File: src/rtl/mdta_pkg.sv
// shared types and constants of the threshold alarm block
// no dependencies; imported by mdta_store, mdta_update, the top level and the verif files
package mdta_pkg;

   // per-channel over-threshold time, in ms
   localparam int unsigned TIME_W = 17;
   localparam logic [TIME_W-1:0] TIME_MAX = '1;
   localparam logic [TIME_W-1:0] DEFAULT_HOLD_MS = 17'd1000;

   // op codes of an input word
   localparam logic [1:0] OP_SAMPLE      = 2'd0;
   localparam logic [1:0] OP_CFG_CHANGED = 2'd1;
   localparam logic [1:0] OP_FULL_RESET  = 2'd2;

   // channel and system phases
   localparam logic [1:0] PH_NORMAL     = 2'd0;
   localparam logic [1:0] PH_TRIGGERING = 2'd1;
   localparam logic [1:0] PH_ALARM      = 2'd2;

   // write-back command toward the channel store
   typedef struct packed {
      logic wr_en;
      logic set_latch;
      logic clr_timers;
      logic clr_all;
   } store_cmd_type;

   // outcome of one word for the frame logic
   typedef struct packed {
      logic [1:0] phase;
      logic       trig;
      logic       latched;
      logic       frame_close;
   } chan_result_type;

endpackage

File: src/rtl/multichannel_debounced_threshold_alarm_top.sv
// top level of the multichannel time-qualified threshold alarm
// depends on mdta_pkg, mdta_store and mdta_update
//
//   channel  direction  handshake         payload
//   req_     in         valid / stall     op, channel, sample_value, alarm_level,
//                                         hold_ms, elapsed_ms, last_in_frame
//   rsp_     out        valid / stall     channel_phase, frame_done, system_status,
//                                         general_active, popup_rise, alarm_channel
//
// one word per cycle sustained while rsp is not held; the accepting edge loads the
// store read register with the channel's time; the update stage then updates it,
// writes it back and loads the output register once that is free, raising rsp_valid;
// a write to the channel being read at the same edge is forwarded into the read register
// reset is synchronous; per-channel valid and latch bits clear at once, so no
// clearing pass follows reset
// a held rsp word stalls the update stage, which in turn stalls req
module multichannel_debounced_threshold_alarm_top #(
   parameter int CHANNELS = 16
) (
   input  logic               clock,
   input  logic               reset,
   input  logic               req_valid,
   output logic               req_stall,
   input  logic [1:0]         req_op,
   input  logic [3:0]         req_channel,
   input  logic signed [31:0] req_sample_value,
   input  logic signed [31:0] req_alarm_level,
   input  logic [15:0]        req_hold_ms,
   input  logic [15:0]        req_elapsed_ms,
   input  logic               req_last_in_frame,
   output logic               rsp_valid,
   input  logic               rsp_stall,
   output logic [1:0]         rsp_channel_phase,
   output logic               rsp_frame_done,
   output logic [1:0]         rsp_system_status,
   output logic               rsp_general_active,
   output logic               rsp_popup_rise,
   output logic [3:0]         rsp_alarm_channel
);
   import mdta_pkg::*;

   localparam int AW = (CHANNELS > 1) ? $clog2(CHANNELS) : 1;

   // handshake
   logic req_take;
   logic out_free;
   logic commit;

   // update stage
   logic               s1_valid_ff;
   logic               s1_valid_in;
   logic [1:0]         s1_op_ff;
   logic [3:0]         s1_ch_ff;
   logic               s1_ok_ff;
   logic signed [31:0] s1_val_ff;
   logic signed [31:0] s1_lvl_ff;
   logic [15:0]        s1_hold_ff;
   logic [15:0]        s1_dt_ff;
   logic               s1_last_ff;

   // store interface
   logic [AW-1:0]     rd_addr;
   logic [AW-1:0]     cur_addr;
   logic [TIME_W-1:0] cur_time;
   logic              cur_latch;
   logic [TIME_W-1:0] wr_time;
   store_cmd_type     upd_cmd;
   store_cmd_type     cmd;
   chan_result_type   res;

   // frame summary state
   logic       any_trig_ff,  any_trig_in;
   logic       any_latch_ff, any_latch_in;
   logic       prev_gen_ff,  prev_gen_in;
   logic [3:0] recent_ch_ff, recent_ch_in;
   logic       trig_upd;
   logic       latch_upd;
   logic [3:0] recent_upd;

   // output register
   logic       rsp_valid_ff,    rsp_valid_in;
   logic [1:0] rsp_phase_ff,    rsp_phase_in;
   logic       rsp_done_ff,     rsp_done_in;
   logic [1:0] rsp_status_ff,   rsp_status_in;
   logic       rsp_general_ff,  rsp_general_in;
   logic       rsp_popup_ff,    rsp_popup_in;
   logic [3:0] rsp_alarm_ch_ff, rsp_alarm_ch_in;

   // flow control
   assign out_free  = !rsp_valid_ff || !rsp_stall;
   assign commit    = s1_valid_ff && out_free;
   assign req_stall = s1_valid_ff && !out_free;
   assign req_take  = req_valid && !req_stall;

   assign s1_valid_in = req_take || (s1_valid_ff && !commit);

   always_ff @(posedge clock) begin
      if (reset) begin
         s1_valid_ff <= 1'b0;
      end else begin
         s1_valid_ff <= s1_valid_in;
      end
   end

   // capture the word while its store read is in flight
   always_ff @(posedge clock) begin
      if (req_take) begin
         s1_op_ff   <= req_op;
         s1_ch_ff   <= req_channel;
         s1_ok_ff   <= ({28'd0, req_channel} < 32'(CHANNELS));
         s1_val_ff  <= req_sample_value;
         s1_lvl_ff  <= req_alarm_level;
         s1_hold_ff <= req_hold_ms;
         s1_dt_ff   <= req_elapsed_ms;
         s1_last_ff <= req_last_in_frame;
      end
   end

   assign rd_addr  = AW'(req_channel);
   assign cur_addr = AW'(s1_ch_ff);
   assign cmd      = commit ? upd_cmd : '0;

   mdta_store #(
      .CHANNELS (CHANNELS),
      .AW       (AW)
   ) u_store (
      .clock     (clock),
      .reset     (reset),
      .rd_en     (req_take),
      .rd_addr   (rd_addr),
      .cur_addr  (cur_addr),
      .cmd       (cmd),
      .wr_addr   (cur_addr),
      .wr_time   (wr_time),
      .cur_time  (cur_time),
      .cur_latch (cur_latch)
   );

   mdta_update u_update (
      .op            (s1_op_ff),
      .ch_ok         (s1_ok_ff),
      .sample_value  (s1_val_ff),
      .alarm_level   (s1_lvl_ff),
      .hold_ms       (s1_hold_ff),
      .elapsed_ms    (s1_dt_ff),
      .last_in_frame (s1_last_ff),
      .cur_time      (cur_time),
      .cur_latch     (cur_latch),
      .cmd           (upd_cmd),
      .wr_time       (wr_time),
      .res           (res)
   );

   // frame merge and close-out
   always_comb begin
      trig_upd   = any_trig_ff || res.trig;
      latch_upd  = any_latch_ff || res.latched;
      recent_upd = res.latched ? s1_ch_ff : recent_ch_ff;

      any_trig_in  = any_trig_ff;
      any_latch_in = any_latch_ff;
      prev_gen_in  = prev_gen_ff;
      recent_ch_in = recent_ch_ff;

      rsp_phase_in    = res.phase;
      rsp_done_in     = 1'b0;
      rsp_status_in   = PH_NORMAL;
      rsp_general_in  = 1'b0;
      rsp_popup_in    = 1'b0;
      rsp_alarm_ch_in = 4'd0;

      if (upd_cmd.clr_all) begin
         any_trig_in  = 1'b0;
         any_latch_in = 1'b0;
         prev_gen_in  = 1'b0;
         recent_ch_in = 4'd0;
      end else if (res.frame_close) begin
         any_trig_in  = 1'b0;
         any_latch_in = 1'b0;
         prev_gen_in  = latch_upd;
         recent_ch_in = recent_upd;

         rsp_done_in    = 1'b1;
         rsp_general_in = latch_upd;
         rsp_popup_in   = latch_upd && !prev_gen_ff;
         if (latch_upd) begin
            rsp_status_in   = PH_ALARM;
            rsp_alarm_ch_in = recent_upd;
         end else if (trig_upd) begin
            rsp_status_in = PH_TRIGGERING;
         end
      end else begin
         any_trig_in  = trig_upd;
         any_latch_in = latch_upd;
         recent_ch_in = recent_upd;
      end
   end

   always_ff @(posedge clock) begin
      if (reset) begin
         any_trig_ff  <= 1'b0;
         any_latch_ff <= 1'b0;
         prev_gen_ff  <= 1'b0;
         recent_ch_ff <= 4'd0;
      end else if (commit) begin
         any_trig_ff  <= any_trig_in;
         any_latch_ff <= any_latch_in;
         prev_gen_ff  <= prev_gen_in;
         recent_ch_ff <= recent_ch_in;
      end
   end

   // output word register
   assign rsp_valid_in = commit || (rsp_valid_ff && rsp_stall);

   always_ff @(posedge clock) begin
      if (reset) begin
         rsp_valid_ff <= 1'b0;
      end else begin
         rsp_valid_ff <= rsp_valid_in;
      end
   end

   always_ff @(posedge clock) begin
      if (commit) begin
         rsp_phase_ff    <= rsp_phase_in;
         rsp_done_ff     <= rsp_done_in;
         rsp_status_ff   <= rsp_status_in;
         rsp_general_ff  <= rsp_general_in;
         rsp_popup_ff    <= rsp_popup_in;
         rsp_alarm_ch_ff <= rsp_alarm_ch_in;
      end
   end

   assign rsp_valid          = rsp_valid_ff;
   assign rsp_channel_phase  = rsp_phase_ff;
   assign rsp_frame_done     = rsp_done_ff;
   assign rsp_system_status  = rsp_status_ff;
   assign rsp_general_active = rsp_general_ff;
   assign rsp_popup_rise     = rsp_popup_ff;
   assign rsp_alarm_channel  = rsp_alarm_ch_ff;

`ifndef SYNTHESIS
   a_stall_from_output: assert property (@(posedge clock) disable iff (reset)
      req_stall |-> (rsp_valid_ff && rsp_stall && s1_valid_ff))
      else $error("req stalled without a held output word");
   a_summary_zero: assert property (@(posedge clock) disable iff (reset)
      (rsp_valid_ff && !rsp_done_ff) |->
         (rsp_status_ff == PH_NORMAL) && !rsp_general_ff && !rsp_popup_ff &&
         (rsp_alarm_ch_ff == 4'd0))
      else $error("summary fields set outside a frame close");
   a_general_matches_status: assert property (@(posedge clock) disable iff (reset)
      (rsp_valid_ff && rsp_done_ff) |-> (rsp_general_ff == (rsp_status_ff == PH_ALARM)))
      else $error("general flag disagrees with system status");
   a_full_reset_frame: assert property (@(posedge clock) disable iff (reset)
      (commit && upd_cmd.clr_all) |=> (!any_latch_ff && !any_trig_ff && !prev_gen_ff))
      else $error("frame state survived a full reset");
`endif

endmodule

File: src/rtl/mdta_store.sv
// channel state store: over-threshold time memory plus valid and latch bits
// depends on mdta_pkg
module mdta_store #(
   parameter int CHANNELS = 16,
   parameter int AW       = 4
) (
   input  logic                         clock,
   input  logic                         reset,
   input  logic                         rd_en,
   input  logic [AW-1:0]                rd_addr,
   input  logic [AW-1:0]                cur_addr,
   input  mdta_pkg::store_cmd_type      cmd,
   input  logic [AW-1:0]                wr_addr,
   input  logic [mdta_pkg::TIME_W-1:0]  wr_time,
   output logic [mdta_pkg::TIME_W-1:0]  cur_time,
   output logic                         cur_latch
);
   import mdta_pkg::*;

   logic [TIME_W-1:0]   time_mem [CHANNELS];
   logic [TIME_W-1:0]   rd_time_ff;
   logic [CHANNELS-1:0] vld_ff;
   logic [CHANNELS-1:0] vld_in;
   logic [CHANNELS-1:0] latch_ff;
   logic [CHANNELS-1:0] latch_in;

   // memory write, registered read with forwarding of a same-edge write
   always_ff @(posedge clock) begin
      if (cmd.wr_en) begin
         time_mem[wr_addr] <= wr_time;
      end
      if (rd_en) begin
         if (cmd.wr_en && (wr_addr == rd_addr)) begin
            rd_time_ff <= wr_time;
         end else begin
            rd_time_ff <= time_mem[rd_addr];
         end
      end
   end

   // valid and latch bits: clears hit all channels at once
   always_comb begin
      vld_in   = vld_ff;
      latch_in = latch_ff;
      if (cmd.clr_all || cmd.clr_timers) begin
         vld_in = '0;
      end
      if (cmd.clr_all) begin
         latch_in = '0;
      end
      if (cmd.wr_en) begin
         vld_in[wr_addr] = 1'b1;
      end
      if (cmd.set_latch) begin
         latch_in[wr_addr] = 1'b1;
      end
   end

   always_ff @(posedge clock) begin
      if (reset) begin
         vld_ff   <= '0;
         latch_ff <= '0;
      end else begin
         vld_ff   <= vld_in;
         latch_ff <= latch_in;
      end
   end

   // an entry not written since the last clear reads as zero time
   assign cur_time  = vld_ff[cur_addr] ? rd_time_ff : '0;
   assign cur_latch = latch_ff[cur_addr];

`ifndef SYNTHESIS
   a_clear_drops_latches: assert property (@(posedge clock) disable iff (reset)
      cmd.clr_all |=> (latch_ff == '0))
      else $error("latch survived a full reset");
   a_write_marks_valid: assert property (@(posedge clock) disable iff (reset)
      cmd.wr_en |=> vld_ff[$past(wr_addr)])
      else $error("written entry not marked valid");
   a_no_write_on_clear: assert property (@(posedge clock) disable iff (reset)
      cmd.wr_en |-> !(cmd.clr_all || cmd.clr_timers))
      else $error("write and clear in the same cycle");
`endif

endmodule

File: src/rtl/mdta_update.sv
// per-word channel update: threshold compare, saturating time add, latch decision
// depends on mdta_pkg
module mdta_update (
   input  logic [1:0]                   op,
   input  logic                         ch_ok,
   input  logic signed [31:0]           sample_value,
   input  logic signed [31:0]           alarm_level,
   input  logic [15:0]                  hold_ms,
   input  logic [15:0]                  elapsed_ms,
   input  logic                         last_in_frame,
   input  logic [mdta_pkg::TIME_W-1:0]  cur_time,
   input  logic                         cur_latch,
   output mdta_pkg::store_cmd_type      cmd,
   output logic [mdta_pkg::TIME_W-1:0]  wr_time,
   output mdta_pkg::chan_result_type    res
);
   import mdta_pkg::*;

   logic              sample_go;
   logic              over;
   logic [TIME_W-1:0] need;
   logic [TIME_W:0]   sum;
   logic [TIME_W-1:0] sat;
   logic [TIME_W-1:0] post_time;
   logic              post_latch;
   logic [1:0]        phase;

   always_comb begin
      sample_go = (op == OP_SAMPLE) && (elapsed_ms != 16'd0);
      over      = sample_value >= alarm_level;
      need      = (hold_ms == 16'd0) ? DEFAULT_HOLD_MS : {1'b0, hold_ms};

      // saturating accumulate of the over-threshold time
      sum = {1'b0, cur_time} + (TIME_W + 1)'(elapsed_ms);
      sat = sum[TIME_W] ? TIME_MAX : sum[TIME_W-1:0];

      cmd        = '0;
      wr_time    = over ? sat : '0;
      post_time  = cur_time;
      post_latch = cur_latch;

      case (op)
         OP_SAMPLE: begin
            if (sample_go && ch_ok && !cur_latch) begin
               cmd.wr_en = 1'b1;
               post_time = wr_time;
               if (over && (sat >= need)) begin
                  cmd.set_latch = 1'b1;
                  post_latch    = 1'b1;
               end
            end
         end
         OP_CFG_CHANGED: begin
            cmd.clr_timers = 1'b1;
            post_time      = '0;
         end
         OP_FULL_RESET: begin
            cmd.clr_all = 1'b1;
            post_time   = '0;
            post_latch  = 1'b0;
         end
         default: begin
         end
      endcase

      // phase follows from latch and time: nonzero time means triggering
      if (!ch_ok) begin
         phase = PH_NORMAL;
      end else if (post_latch) begin
         phase = PH_ALARM;
      end else if (post_time != '0) begin
         phase = PH_TRIGGERING;
      end else begin
         phase = PH_NORMAL;
      end

      res.phase       = phase;
      res.trig        = sample_go && ch_ok && (phase == PH_TRIGGERING);
      res.latched     = sample_go && ch_ok && post_latch;
      res.frame_close = sample_go && last_in_frame;
   end

endmodule

File: config.mk
export PLATFORM = sky130hd
export DESIGN_NAME = multichannel_debounced_threshold_alarm_top
export DESIGN_NICKNAME = d
export VERILOG_FILES = /design/src/rtl/mdta_pkg.sv /design/src/rtl/multichannel_debounced_threshold_alarm_top.sv /design/src/rtl/mdta_store.sv /design/src/rtl/mdta_update.sv
export SDC_FILE = /design/constraint.sdc
export NUM_CORES = 1
export LEC_CHECK = 0
export BUFFER_PORTS_ARGS = -buffer_cell sky130_fd_sc_hd__buf_2
export CAP_MARGIN = 10
export CORE_MARGIN = 5
export CORE_UTILIZATION = 45
export DETAILED_ROUTE_END_ITERATION = 8
export GPL_ROUTABILITY_DRIVEN = 0
export HOLD_SLACK_MARGIN = 0.12
export RECOVER_POWER = 25
export SLEW_MARGIN = 20
export SYNTH_ARGS = -nofsm -noshare
export SYNTH_HDL_FRONTEND = slang
export SYNTH_HIERARCHICAL = 1
export SYNTH_SLANG_ARGS = --single-unit
export TNS_END_PERCENT = 30
File: constraint.sdc
create_clock -name clock -period 9.1 [get_ports clock]
set_input_delay 1.82 -clock clock [delete_from_list [all_inputs] [get_ports clock]]
set_output_delay 1.82 -clock clock [all_outputs]
set_load 0.05 [all_outputs]
After elaboration in Yosys (flattened, before gate mapping). Memory sizes are Yosys's and may differ from the RTL's. A register that Yosys moved wholly into a read port is not among the register bits. Cells that the tools add are included.

Bits in latches: 0. Output and inout bits: 13. ROM bits: 0. Input bits: 107. Memories: 1. Flip-flop bits (word level): 155. Word-level logic and storage cells: 111. Memory bits (writable): 272.

Memory list: u_store.time_mem (words 16, bits a word 17, rd ports 1, clocked after memory_dff 1, write ports 1, line mdta_store.sv:20) `logic [TIME_W-1:0] time_mem [CHANNELS];`.

Multiplexer cells: 40. Equal/unequal tests: 3. $mul: 0. Bitwise operators: 4. Reductions and logical operators: 36. Magnitude comparators: 4. Divide/modulo/power cells: 0. Shifts and indexed selects: 0. Add/subtract/negate cells: 1.

Operator list (number): $mux 16 (5); $mux 17 (4); $pmux 17 s2 (1); $ge 32x32->1 (1); $or 16x16->16 (2); $mux 1 (19); $add 17x16->18 (1); $ge 17x17->1 (1); $reduce_bool 17->1 (1); $logic_not 16->1 (1); $reduce_bool 16->1 (1); $logic_and 1x1->1 (13); $mux 4 (3); $bmux 1 s4 (2); $mux 2 (4); $logic_not 1->1 (7); $logic_or 1x1->1 (6); $reduce_or 3->1 (2); $lt 4x5->1 const B (1); $demux 1 s4 (1); $eq 2x1->1 const B (2); $ge 4x1->1 const B (1); $reduce_or 2->1 (2); $eq 2x2->1 const B (1); other kinds (5) (6).

Depth between registers and ports, before layout. Gate-level depths: netlist of run 1.

Depth in word-level cells: 16. Gate-level depth with buffers: 26. Gate-level depth less buffers: 25.

By module. Netlist of run 1, hierarchy kept.

By module, submodules not included: mdta_store (area an instance 12709.7 um^2, cells each 636, seq. area each 9318.9 um^2, times used 1); multichannel_debounced_threshold_alarm_top (area an instance 3907.5 um^2, cells each 174, seq. area each 3573.4 um^2, times used 1); mdta_update (area an instance 2653.8 um^2, cells each 391, seq. area each 0.0 um^2, times used 1).

Worst setup path after synthesis of run 1. Ideal clock, no wire load.

Path kind: input to register. Start point: input rsp_stall. End point: register s1_ch_ff[0] (netlist: cur_addr[0]) (enable). Stages on the path: 2. Data required time: 8.488 ns. Buffers on the path: 0. Slack: 1.010 ns. Setup time: 0.612 ns. Arrival: 7.478 ns. Path through: and3_1 > nor2b_1.

Cells in the longest elaborated chain, start to end: 6.

RTL lines: start: declaration (line multichannel_debounced_threshold_alarm_top.sv:32) `input logic rsp_stall,`; $logic_not 1->1 (line multichannel_debounced_threshold_alarm_top.sv:90) `assign out_free = !rsp_valid_ff || !rsp_stall;`; $logic_or 1x1->1 (line multichannel_debounced_threshold_alarm_top.sv:90); $logic_not 1->1 (line multichannel_debounced_threshold_alarm_top.sv:92) `assign req_stall = s1_valid_ff && !out_free;`; $logic_and 1x1->1 (line multichannel_debounced_threshold_alarm_top.sv:92); $logic_not 1->1 (line multichannel_debounced_threshold_alarm_top.sv:93) `assign req_take = req_valid && !req_stall;`; $logic_and 1x1->1 (line multichannel_debounced_threshold_alarm_top.sv:93); via req_take (line multichannel_debounced_threshold_alarm_top.sv:45) `logic req_take;`; end signal: assignment (line multichannel_debounced_threshold_alarm_top.sv:109) `s1_ch_ff <= req_channel;`; end: declaration (line multichannel_debounced_threshold_alarm_top.sv:53) `logic [3:0] s1_ch_ff;`.

The timed path passes the listed nets, and every way through them passes these cells. A chain may end at the register's enable or synchronous reset.

Worst setup path in the final report of run 1.
Start point: input rsp_stall. End point: register s1_val_ff[13] (enable).

Cells in the longest elaborated chain, start to end: 6.

RTL lines: $logic_not 1->1 (line multichannel_debounced_threshold_alarm_top.sv:90); $logic_or 1x1->1 (line multichannel_debounced_threshold_alarm_top.sv:90); $logic_not 1->1 (line multichannel_debounced_threshold_alarm_top.sv:92); $logic_and 1x1->1 (line multichannel_debounced_threshold_alarm_top.sv:92); $logic_not 1->1 (line multichannel_debounced_threshold_alarm_top.sv:93); $logic_and 1x1->1 (line multichannel_debounced_threshold_alarm_top.sv:93); via req_take (line multichannel_debounced_threshold_alarm_top.sv:45); end signal: assignment (line multichannel_debounced_threshold_alarm_top.sv:111) `s1_val_ff <= req_sample_value;`; end: declaration (line multichannel_debounced_threshold_alarm_top.sv:55) `logic signed [31:0] s1_val_ff;`.

The timed path passes the listed nets, and every way through them passes these cells.

==> qor.csv, run 1 <==
metric;value;unit
status;complete, but fails checks;
violations;max-capacitance violations, max-slew violations;
cellLeakagePower;8.11;nW
grt_max_degree;80;
totalWireLength;43500;um
rows;75;
synth-warning-count;6;
tns;0;ps
overflow;0;
vias;10868;
crit_type;in -> reg;
antenna_found_initial;3;
required;9170;ps
drc_errors;0;
hp-start;u_store/vld_ff[6];
final_net_count;1531;
initial_core_util;0.457;
cts_sinks;443;
drtIter0Drc;814;
r2r-end;rsp_alarm_channel[1];
syn_avg_cell_area;16.0;sq um
clockBufferDepth;3;
synth_edf_count;402;
hpwl;27200;um
worstHoldEndpoint;u_store/vld_ff[6];
clk_latency;580;ps
maxSlewViolCount;264;
design.die.area;47100;sq um
ctsResizeCount;0;
core;42100;sq um
async_flop_share;0;
cap_violations;6;
grt_pass1_vias;11310;
synthCells;1201;
timing.rr.start;cur_addr[0];
grt_usage;0.184;
placed_cells;1849;
seq_area_frac_synth;0.669;
power.density;198;nW/um^2
netlist_area;19300;sq um
r2r_cells;21;
hold_buffers;0;
ys_ff_latch;443;
path_cells;clkbuf_1 > and3_1 > nor2b_4 > clkbuf_1 > clkbuf_1;
cp_max_fo;79;
postCtsSetupBuffers;0;
wl_per_cell;22.5;um
crit_top_cell;clkbuf_1;
die_x;217;um
grt_pass1_wl;66800;um
routed_via_density;5.63;
port_buffers;119;
cp.arrival;7080;ps
final.setup_skew;22.7;ps
cts_buffers;47;
drive_above_1_share;0.239;
ant_nets;0;
hold_viol_final;0;
cts_tree;done;
hold_slack;488;ps
fin_cells;1932;
rsz0062_at_grt;false;
cts_max_level;2;
die_h;217;um
finalCriticalPeriod;7010;ps
finalCritPeriodShare;0.770;
power;4.36;mW
slowest_delay;2950;ps
io_pins;120;
finish.utilization;0.523;
fmax;143;MHz
rrSetupSlack;2200;ps
ys.flop_type;edfxtp_1;
critPathSlowestCell;clkbuf_1;
hold_depth;2;
cts_root_buffer;clkbuf_16;
crit_path_end_kind;flip-flop;
ys_types;71;
slew_headroom;-1.70;
clk_pin_slew;60;ps
ir_drop;0.130;mV
synthToLayoutAreaGrowth;14.3;%
setup_viol;0;
drt_pre_antenna_iters;6;
worstMarginPinSlew;4050;ps
hp-class;reg -> reg;
startpoint_type;primary input;
stage by stage:
| stage | worst slack (ps) | cell area [sq um] |
|---|---|---|
| after global routing | 1540 | 22000 |
| final | 2090 | 22000 |
| after global placement | 2350 | 20600 |
| after CTS | 2210 | 22100 |
| after detailed placement | 2200 | 20700 |
| after floorplan | 1010 | 19300 |
kinds of logic after synthesis:
group | after synthesis | synth area share
other | 1 | 0.000195
DFF | 443 | 0.669
AOI/OAI and AO/OA | 155 | 0.0514
adders and majority gates | 65 | 0.0426
and+or+nand+nor | 268 | 0.0754
buffers and inverters | 103 | 0.0233
muxes | 152 | 0.132
xor gates and xnor gates | 14 | 0.00636
worst max path at each step:
stage	start	to	slack, ps	cells past startpoint
after floorplan	rsp_stall	cur_addr[0]	1010	2
after global placement	cur_addr[0]	rsp_alarm_channel[0]	2350	19
after detailed placement	cur_addr[0]	rsp_alarm_channel[1]	2200	21
after CTS	cur_addr[0]	rsp_alarm_channel[1]	2210	21
after global routing	rsp_stall	s1_hold_ff[0]	1540	5
final	rsp_stall	s1_val_ff[13]	2090	5
cell usage in the layout (no fill, tap or decap), types with 12 or more instances in the layout:
cell type | netlist | routed
nor2_2 | 0 | 14
o21ai_0 | 14 | 14
nor4_1 | 12 | 12
mux4_2 | 74 | 74
nand3_1 | 12 | 12
inv_1 | 55 | 55
a21o_1 | 13 | 13
clkbuf_1 | 24 | 35
clkbuf_16 | 0 | 47
buf_2 | 14 | 97
nor2_1 | 80 | 66
mux2_2 | 17 | 17
ha_1 | 64 | 64
dfxtp_1 | 41 | 41
buf_4 | 2 | 31
nor2b_1 | 32 | 29
edfxtp_1 | 402 | 402
nand4_1 | 14 | 14
a21oi_1 | 80 | 78
nand2_1 | 30 | 30
and2_1 | 17 | 17
mux2i_1 | 56 | 56
state kept, by name, summed over array words and instances, names as in the netlist:
name	count
rsp_alarm_channel	4
s1_lvl_ff	32
rsp_channel_phase	2
recent_ch_ff	4
s1_last_ff	1
rsp_valid	1
prev_gen_ff	1
any_trig_ff	1
cur_addr	4
u_store/time_mem	272
rsp_frame_done	1
u_store/rd_time_ff	17
s1_dt_ff	16
u_store/vld_ff	16
s1_hold_ff	16
rsp_system_status	2
any_latch_ff	1
u_store/latch_ff	16
s1_val_ff	32
s1_op_ff	2
rsp_popup_rise	1
s1_valid_ff	1
routing by layer:
metal	GRT usage	routed length, um	vias up
met1	0.249	18500	5497
li1	-	-	4993
met5	0	0	-
met4	0.0491	980	0
met2	0.306	21300	311
met3	0.0381	2750	67
synth_stat cells (10+ instances only):
| library cell | number | area, sq um |
|---|---|---|
| edfxtp_1 | 402 | 12100 |
| nor2_1 | 80 | 300 |
| nand3_1 | 12 | 60.1 |
| buf_2 | 14 | 70.1 |
| nand2_1 | 30 | 113 |
| o21ai_0 | 14 | 70.1 |
| mux2_2 | 17 | 191 |
| and2_1 | 17 | 106 |
| inv_1 | 55 | 206 |
| ha_1 | 64 | 801 |
| nor4_1 | 12 | 75.1 |
| mux2i_1 | 56 | 561 |
| nand2b_1 | 11 | 68.8 |
| mux4_2 | 74 | 1670 |
| nand4_1 | 14 | 87.6 |
| nor2b_1 | 32 | 200 |
| nor3_1 | 15 | 75.1 |
| xor2_1 | 10 | 87.6 |
| a21o_1 | 13 | 97.6 |
| and2_4 | 10 | 87.6 |
| dfxtp_1 | 41 | 821 |
| clkbuf_1 | 24 | 90.1 |
| a21oi_1 | 80 | 400 |
power by group:
group | total (mW) | switching (mW) | internal, mW
clock network | 1.76 | 0.756 | 1.00
logic | 0.295 | 0.181 | 0.114
registers | 2.31 | 0.0223 | 2.29
total | 4.36 | 0.960 | 3.40
critical path: cells and delay by family:
kind,cells,cell delay [ps]
buffers and inverters,3,4820
AND/OR/NAND/NOR,2,300
cell type report:
| cell class | count | area [sq um] |
|---|---|---|
| tap | 539 | 674 |
| clock inverter | 25 | 193 |
| sequential | 443 | 12900 |
| clock buffer | 56 | 1210 |
| fill | 3486 | 20100 |
| antenna | 2 | 5.00 |
| timing repair buffer | 154 | 816 |
| multi-input combinational | 657 | 6030 |
| inverter | 56 | 210 |
Note: power is estimated with default switching activity, not from simulation.
==> inputs of run 2 (changes only) <==
==> constraint.sdc (replaced) <==
create_clock -name clock -period 6.75 [get_ports clock]
set_input_delay 1.35 -clock clock [delete_from_list [all_inputs] [get_ports clock]]
set_output_delay 1.35 -clock clock [all_outputs]
set_load 0.05 [all_outputs]
==> run 2 against run 1 <==
The flow still finishes with violations (max-capacitance violations, max-slew violations). Cell count is essentially flat. Flip-flop and latch count unchanged. Global-route usage decreased by 0.068 points. Total power rose by 32%. Critical path depth grew 16. First-iteration DRC count rose by 12%. Worst setup slack worse by 1600 ps. Largest cell class unchanged. Wire length shrank 0.22%. Critical path type is now reg -> reg. Sequential share of layout area increased by 0.15 points. Clock-buffer cell count is 3 lower.
==> qor.csv, run 2 (synthesis results as in run 1) <==
metric;value;unit
final_common_cell;edfxtp_1;
path_cells;mux4_2 > mux4_2 > and2_4 > ha_1 > a21o_1 > a21oi_1 > o21ai_1 > a211oi_2 > buf_4 > nand2_1 > ha_1 > a21o_1 > a21oi_1 > o21ai_0 > a221oi_1 > o211a_2 > o32ai_4 > nor2b_1 > buf_4 > o21ai_2 > nor2_1;
routed_via_density;5.61;
io_pins;120;
top_register;u_store/time_mem;
grt_usage;0.183;
cp_max_fo;18;
cap_violations;7;
cellLeakagePower;8.11;nW
hp-start;s1_valid_ff;
multi_input_area;6030;sq um
ir_drop;0.161;mV
largestRegisters;u_store/time_mem: 272 flops, s1_lvl_ff: 32 flops, s1_val_ff: 32 flops;
cts_max_level;2;
drive_above_1_share;0.251;
drc_errors;0;
cp.arrival;6530;ps
rrSetupSlack;530;ps
crit_path_start;cur_addr[0];
cts_root_buffer;clkbuf_16;
final_cell_mix;edfxtp_1, buf_2, a21oi_1;
grt_util_met2;0.306;
grtUsageMet1;0.250;
rsz0062_at_grt;false;
crit_type;reg -> reg;
worstMarginPinSlew;3490;ps
ant_nets;0;
port_buffers;119;
initial_core_util;0.457;
path_buf_inv;2;
vias;10831;
slowest_delay;660;ps
hp-class;reg -> reg;
cts_sinks;443;
grt_pass1_wl;66300;um
required;7060;ps
status;complete, but fails checks;
hold_buffers;0;
overflow;0;
ctsResizeCount;0;
postCtsSetupBuffers;0;
setup_viol;0;
power;5.77;mW
clockBufferDepth;3;
totalWireLength;43400;um
rows;75;
timing.rr.start;cur_addr[0];
cts_buffers;45;
finalCritPeriodShare;0.921;
hold_viol_final;0;
finalCriticalPeriod;6220;ps
largest_reg_flops;272;
power.density;262;nW/um^2
use_met3;0.0353;
final.setup_skew;20.0;ps
die_h;217;um
fillCellCount;3439;
synthToLayoutAreaGrowth;14.0;%
core;42100;sq um
clk_latency;570;ps
seq_area;12900;sq um
startpoint_type;flip-flop;
antenna_cells;0;
cts_tree;done;
critPathSlowestCell;mux4_2;
die_x;217;um
wl_per_cell;22.5;um
design.die.area;47100;sq um
drtIter0Drc;914;
cp_top_family;compound AO/OA/AOI/OAI gates;
slew_headroom;-1.32;
clk_pin_slew;60;ps
top_usage_layer;met2;
fmax;161;MHz
final_net_count;1531;
maxSlewViolCount;286;
tns;0;ps
hpwl;27500;um
grt_max_degree;69;
crit_path_end_kind;flip-flop;
grt_pass1_vias;11126;
antenna_found_initial;1;
drt_pre_antenna_iters;5;
violations;max-capacitance violations, max-slew violations;
run 2: final timing paths:
check	end	cells after the start
setup / recovery	rsp_alarm_channel[0]	21
hold / removal	rsp_valid	2
setup reg to reg	rsp_alarm_channel[0]	21
hold reg to reg	rsp_valid	2
run 2: worst min-delay path: stages, from the launching register on:
cell	delay [ps]
dfxtp_1	330
a21oi_1	40
nor2_1	70
run 2: area by class of cell:
class                   instances  area share
well taps                     539      0.0307
multi-input cells             657       0.275
flip-flops and latches        443       0.587
clock inverters                27     0.00706
repair buffers                156      0.0387
inverters                      56     0.00957
clock buffers                  53      0.0526
run 2: report_power, final:
group          internal, mW  total [mW]  switching [mW]
combinational         0.153       0.402           0.249
sequential             3.08        3.11          0.0233
clock                  1.23        2.26            1.03
total                  4.47        5.77            1.30
run 2: metal layers:
| metal | wire, um | part of all wire |
|---|---|---|
| met5 | 0 | 0 |
| met4 | 1080 | 0.025 |
| met3 | 2250 | 0.052 |
| met2 | 21300 | 0.49 |
| met1 | 18800 | 0.43 |
run 2: stage by stage:
| stage | instances | instance area [sq um] | utilization | worst slack (ps) | hold WS (ps) |
|---|---|---|---|---|---|
| floorplan | 1203 | 19300 | - | 816 | 444 |
| global placement | 1850 | 20700 | 0.490 | 687 | 457 |
| detailed placement | 1850 | 20700 | 0.490 | 552 | 472 |
| CTS | 1930 | 22000 | 0.522 | 537 | 484 |
| global route | 1931 | 22000 | 0.521 | 130 | 510 |
| finish | 1931 | 22000 | 0.521 | 531 | 482 |
==> inputs of run 3 (changes only) <==
--- a/config.mk
+++ b/config.mk
@@ -5,13 +5,14 @@
 export SDC_FILE = /design/constraint.sdc
 export NUM_CORES = 1
 export LEC_CHECK = 0
+export ABC_AREA = 1
 export BUFFER_PORTS_ARGS = -buffer_cell sky130_fd_sc_hd__buf_2
 export CAP_MARGIN = 10
-export CORE_MARGIN = 5
 export CORE_UTILIZATION = 45
 export DETAILED_ROUTE_END_ITERATION = 8
 export GPL_ROUTABILITY_DRIVEN = 0
 export HOLD_SLACK_MARGIN = 0.12
+export PLACE_DENSITY = 0.66
 export RECOVER_POWER = 25
 export SLEW_MARGIN = 20
 export SYNTH_ARGS = -nofsm -noshare
==> run 3 against run 2 <==
The run still ends with max-capacitance violations, max-slew violations left. Critical path depth is 15 higher. Register-to-register slack better by 250 ps. Synthesized cell count is 79% higher. Sequential share of layout area is 3.9 points lower. Critical endpoint is now recent_ch_ff[2]. Largest cell class unchanged. Highest routed layer is now met5.
==> qor.csv, run 3 <==
metric;value;unit
port_buffers;119;
ys.flop_type;edfxtp_1;
ys_ff_latch;443;
top_register;u_store/time_mem;
rrSetupSlack;780;ps
vias;14817;
clockBufferDepth;3;
seq_area_frac_synth;0.613;
synthToLayoutAreaGrowth;11.9;%
netlist_area;21000;sq um
initial_core_util;0.459;
core;45800;sq um
grt_usage;0.209;
clkPwrFrac;0.397;
cts_buffers;45;
cts_sinks;443;
hp-start;any_trig_ff;
ys_types;52;
synth_edf_count;402;
yosysMostFrequentCell;nand2_1;
dpl_worst_slack;313;ps
worstMarginPinSlew;3930;ps
fin_cells;2882;
tns;0;ps
final_cell_mix;nand2_1, edfxtp_1, inv_1;
die_h;218;um
critPathSlowestCell;edfxtp_1;
slew_headroom;-1.62;
synth_top_area_share;0.574;
p_seq_frac;0.494;
required;7160;ps
cellLeakagePower;10.3;nW
fillCellCount;4056;
r2r_cells;36;
rows;78;
synth_commonest_cells;nand2_1, edfxtp_1, inv_1;
drc_errors;0;
final_common_cell;nand2_1;
cap_violations;6;
grt_pass1_vias;14248;
synth.largest_area_cell;edfxtp_1;
status;complete, but fails checks;
routed_via_density;5.14;
violations;max-capacitance violations, max-slew violations;
drive_above_1_share;0.104;
antenna_found_initial;1;
synth_top_family_by_area;simple AND/OR/NAND/NOR gates;
final_net_count;2419;
power;6.37;mW
wl_per_cell;17.2;um
crit_path_end_kind;flip-flop;
largest_reg_flops;272;
synth-warning-count;6;
cts_root_buffer;clkbuf_16;
overflow;0;
largestRegisters;u_store/time_mem: 272 flops, s1_lvl_ff: 32 flops, s1_val_ff: 32 flops;
cts_tree;done;
power_frac_comb;0.109;
die_x;218;um
synth_adder_area_share;0.0390;
design.die.area;47600;sq um
crit_type;reg -> reg;
r2r-end;recent_ch_ff[2];
drtIter0Drc;1229;
crit_top_cell;nand2_1;
finalCritPeriodShare;0.884;
totalWireLength;49600;um
slowest_delay;680;ps
hold_viol_final;0;
synthXorXnorAreaFrac;0.00333;
clk_latency;600;ps
hp-class;reg -> reg;
ant_nets;0;
cp.arrival;6380;ps
synth.area.top_cells;edfxtp_1, nand2_1, inv_1;
drt_pre_antenna_iters;5;
finalCriticalPeriod;5970;ps
startpoint_type;flip-flop;
power.density;271;nW/um^2
fmax;168;MHz
io_pins;120;
p_sw_frac;0.248;
power_switching;1.58;mW
cp_max_fo;17;
placed_area;22100;sq um
rsz0062_at_grt;false;
ir_drop;0.263;mV
synthCells;2144;
cts_max_level;2;
fin_area;23500;sq um
async_flop_share;0;
final.setup_skew;32.4;ps
setup_viol;0;
timing.rr.start;cur_addr[1];
grt_pass1_wl;76400;um
syn_avg_cell_area;9.81;sq um
yosys.area_share.simple;0.211;
synthMuxAreaShare;0;
grt_max_degree;97;
hold_depth;2;
maxSlewViolCount;321;
hpwl;30800;um
clk_pin_slew;60;ps
placed_cells;2799;
synth-compound-area-share;0.0462;
worstHoldEndpoint;any_trig_ff;
worst_slack;781;ps
p_int;4.79;mW
hold_buffers;0;
[run 3: power by group through the flow]
stage | clock network (mW) | logic, mW | registers [mW]
2_1_floorplan | 0 | 0.455 | 3.21
3_3_place_gp | 0 | 0.669 | 3.21
3_5_place_dp | 0 | 0.686 | 3.21
4_1_cts | 2.57 | 0.689 | 3.15
5_1_grt | 2.68 | 0.772 | 3.15
6_report | 2.53 | 0.695 | 3.15
[run 3: what timing repair did]
action                                  in CTS  in global routing
setup buffers                                0                  1
endpoints found under the setup margin       0                 13
gates resized for setup                      0                  3
[run 3: worst max path at each step]
stage | depth (start not counted) | startpoint | to | slack (ps)
after floorplan | 33 | cur_addr[0] | rsp_alarm_channel[0] | 1920
after global placement | 37 | cur_addr[0] | recent_ch_ff[2] | 590
after detailed placement | 37 | cur_addr[0] | recent_ch_ff[3] | 310
after CTS | 37 | cur_addr[0] | recent_ch_ff[3] | 280
after global routing | 37 | cur_addr[1] | recent_ch_ff[3] | 160
final | 36 | cur_addr[1] | recent_ch_ff[2] | 780
[run 3: through the flow]
step / utilization / hold slack (ps)
finish: 0.514 / 450
global route: 0.514 / 483
CTS: 0.515 / 445
detailed placement: 0.482 / 435
global placement: 0.482 / 434
floorplan: - / 421
[run 3: worst max-delay path, delay by kind of cell, from the launching register on]
family,cells,cell delay [ps]
flops,1,680
xor+xnor,1,80
buf+inv,5,520
fa+ha+maj,3,980
compound gates,3,710
simple gates,24,2770
[run 3: logic make-up (layout without fill, tap and decap cells)]
kind of cell,Yosys count,count (layout)
AND/OR/NAND/NOR,1030,1030
adder cells (fa/ha/maj),65,65
other,1,3
flip-flops,443,443
AO/OA/AOI/OAI,150,150
XOR/XNOR,8,8
buffers and inverters,447,583
[run 3: cell type report]
cell class,count,area (sq um),share of cell area
clock inverters,31,325,0.0138
inverters,365,1380,0.0588
multi-input cells,1255,6320,0.269
well taps,600,751,0.0319
repair buffers,137,689,0.0293
flip-flops and latches,443,12900,0.548
clock buffers,50,1150,0.0491
diodes,1,2.50,0.000106
[run 3: metal layers]
metal | share of wire | wire [um] | global-route usage | up-vias
met5 | 0.00026 | 13 | 0 | -
met4 | 0.028 | 1380 | 0.0790 | 2
met3 | 0.072 | 3560 | 0.0317 | 83
met2 | 0.47 | 23500 | 0.344 | 499
met1 | 0.43 | 21100 | 0.278 | 7017
li1 | - | - | - | 7216
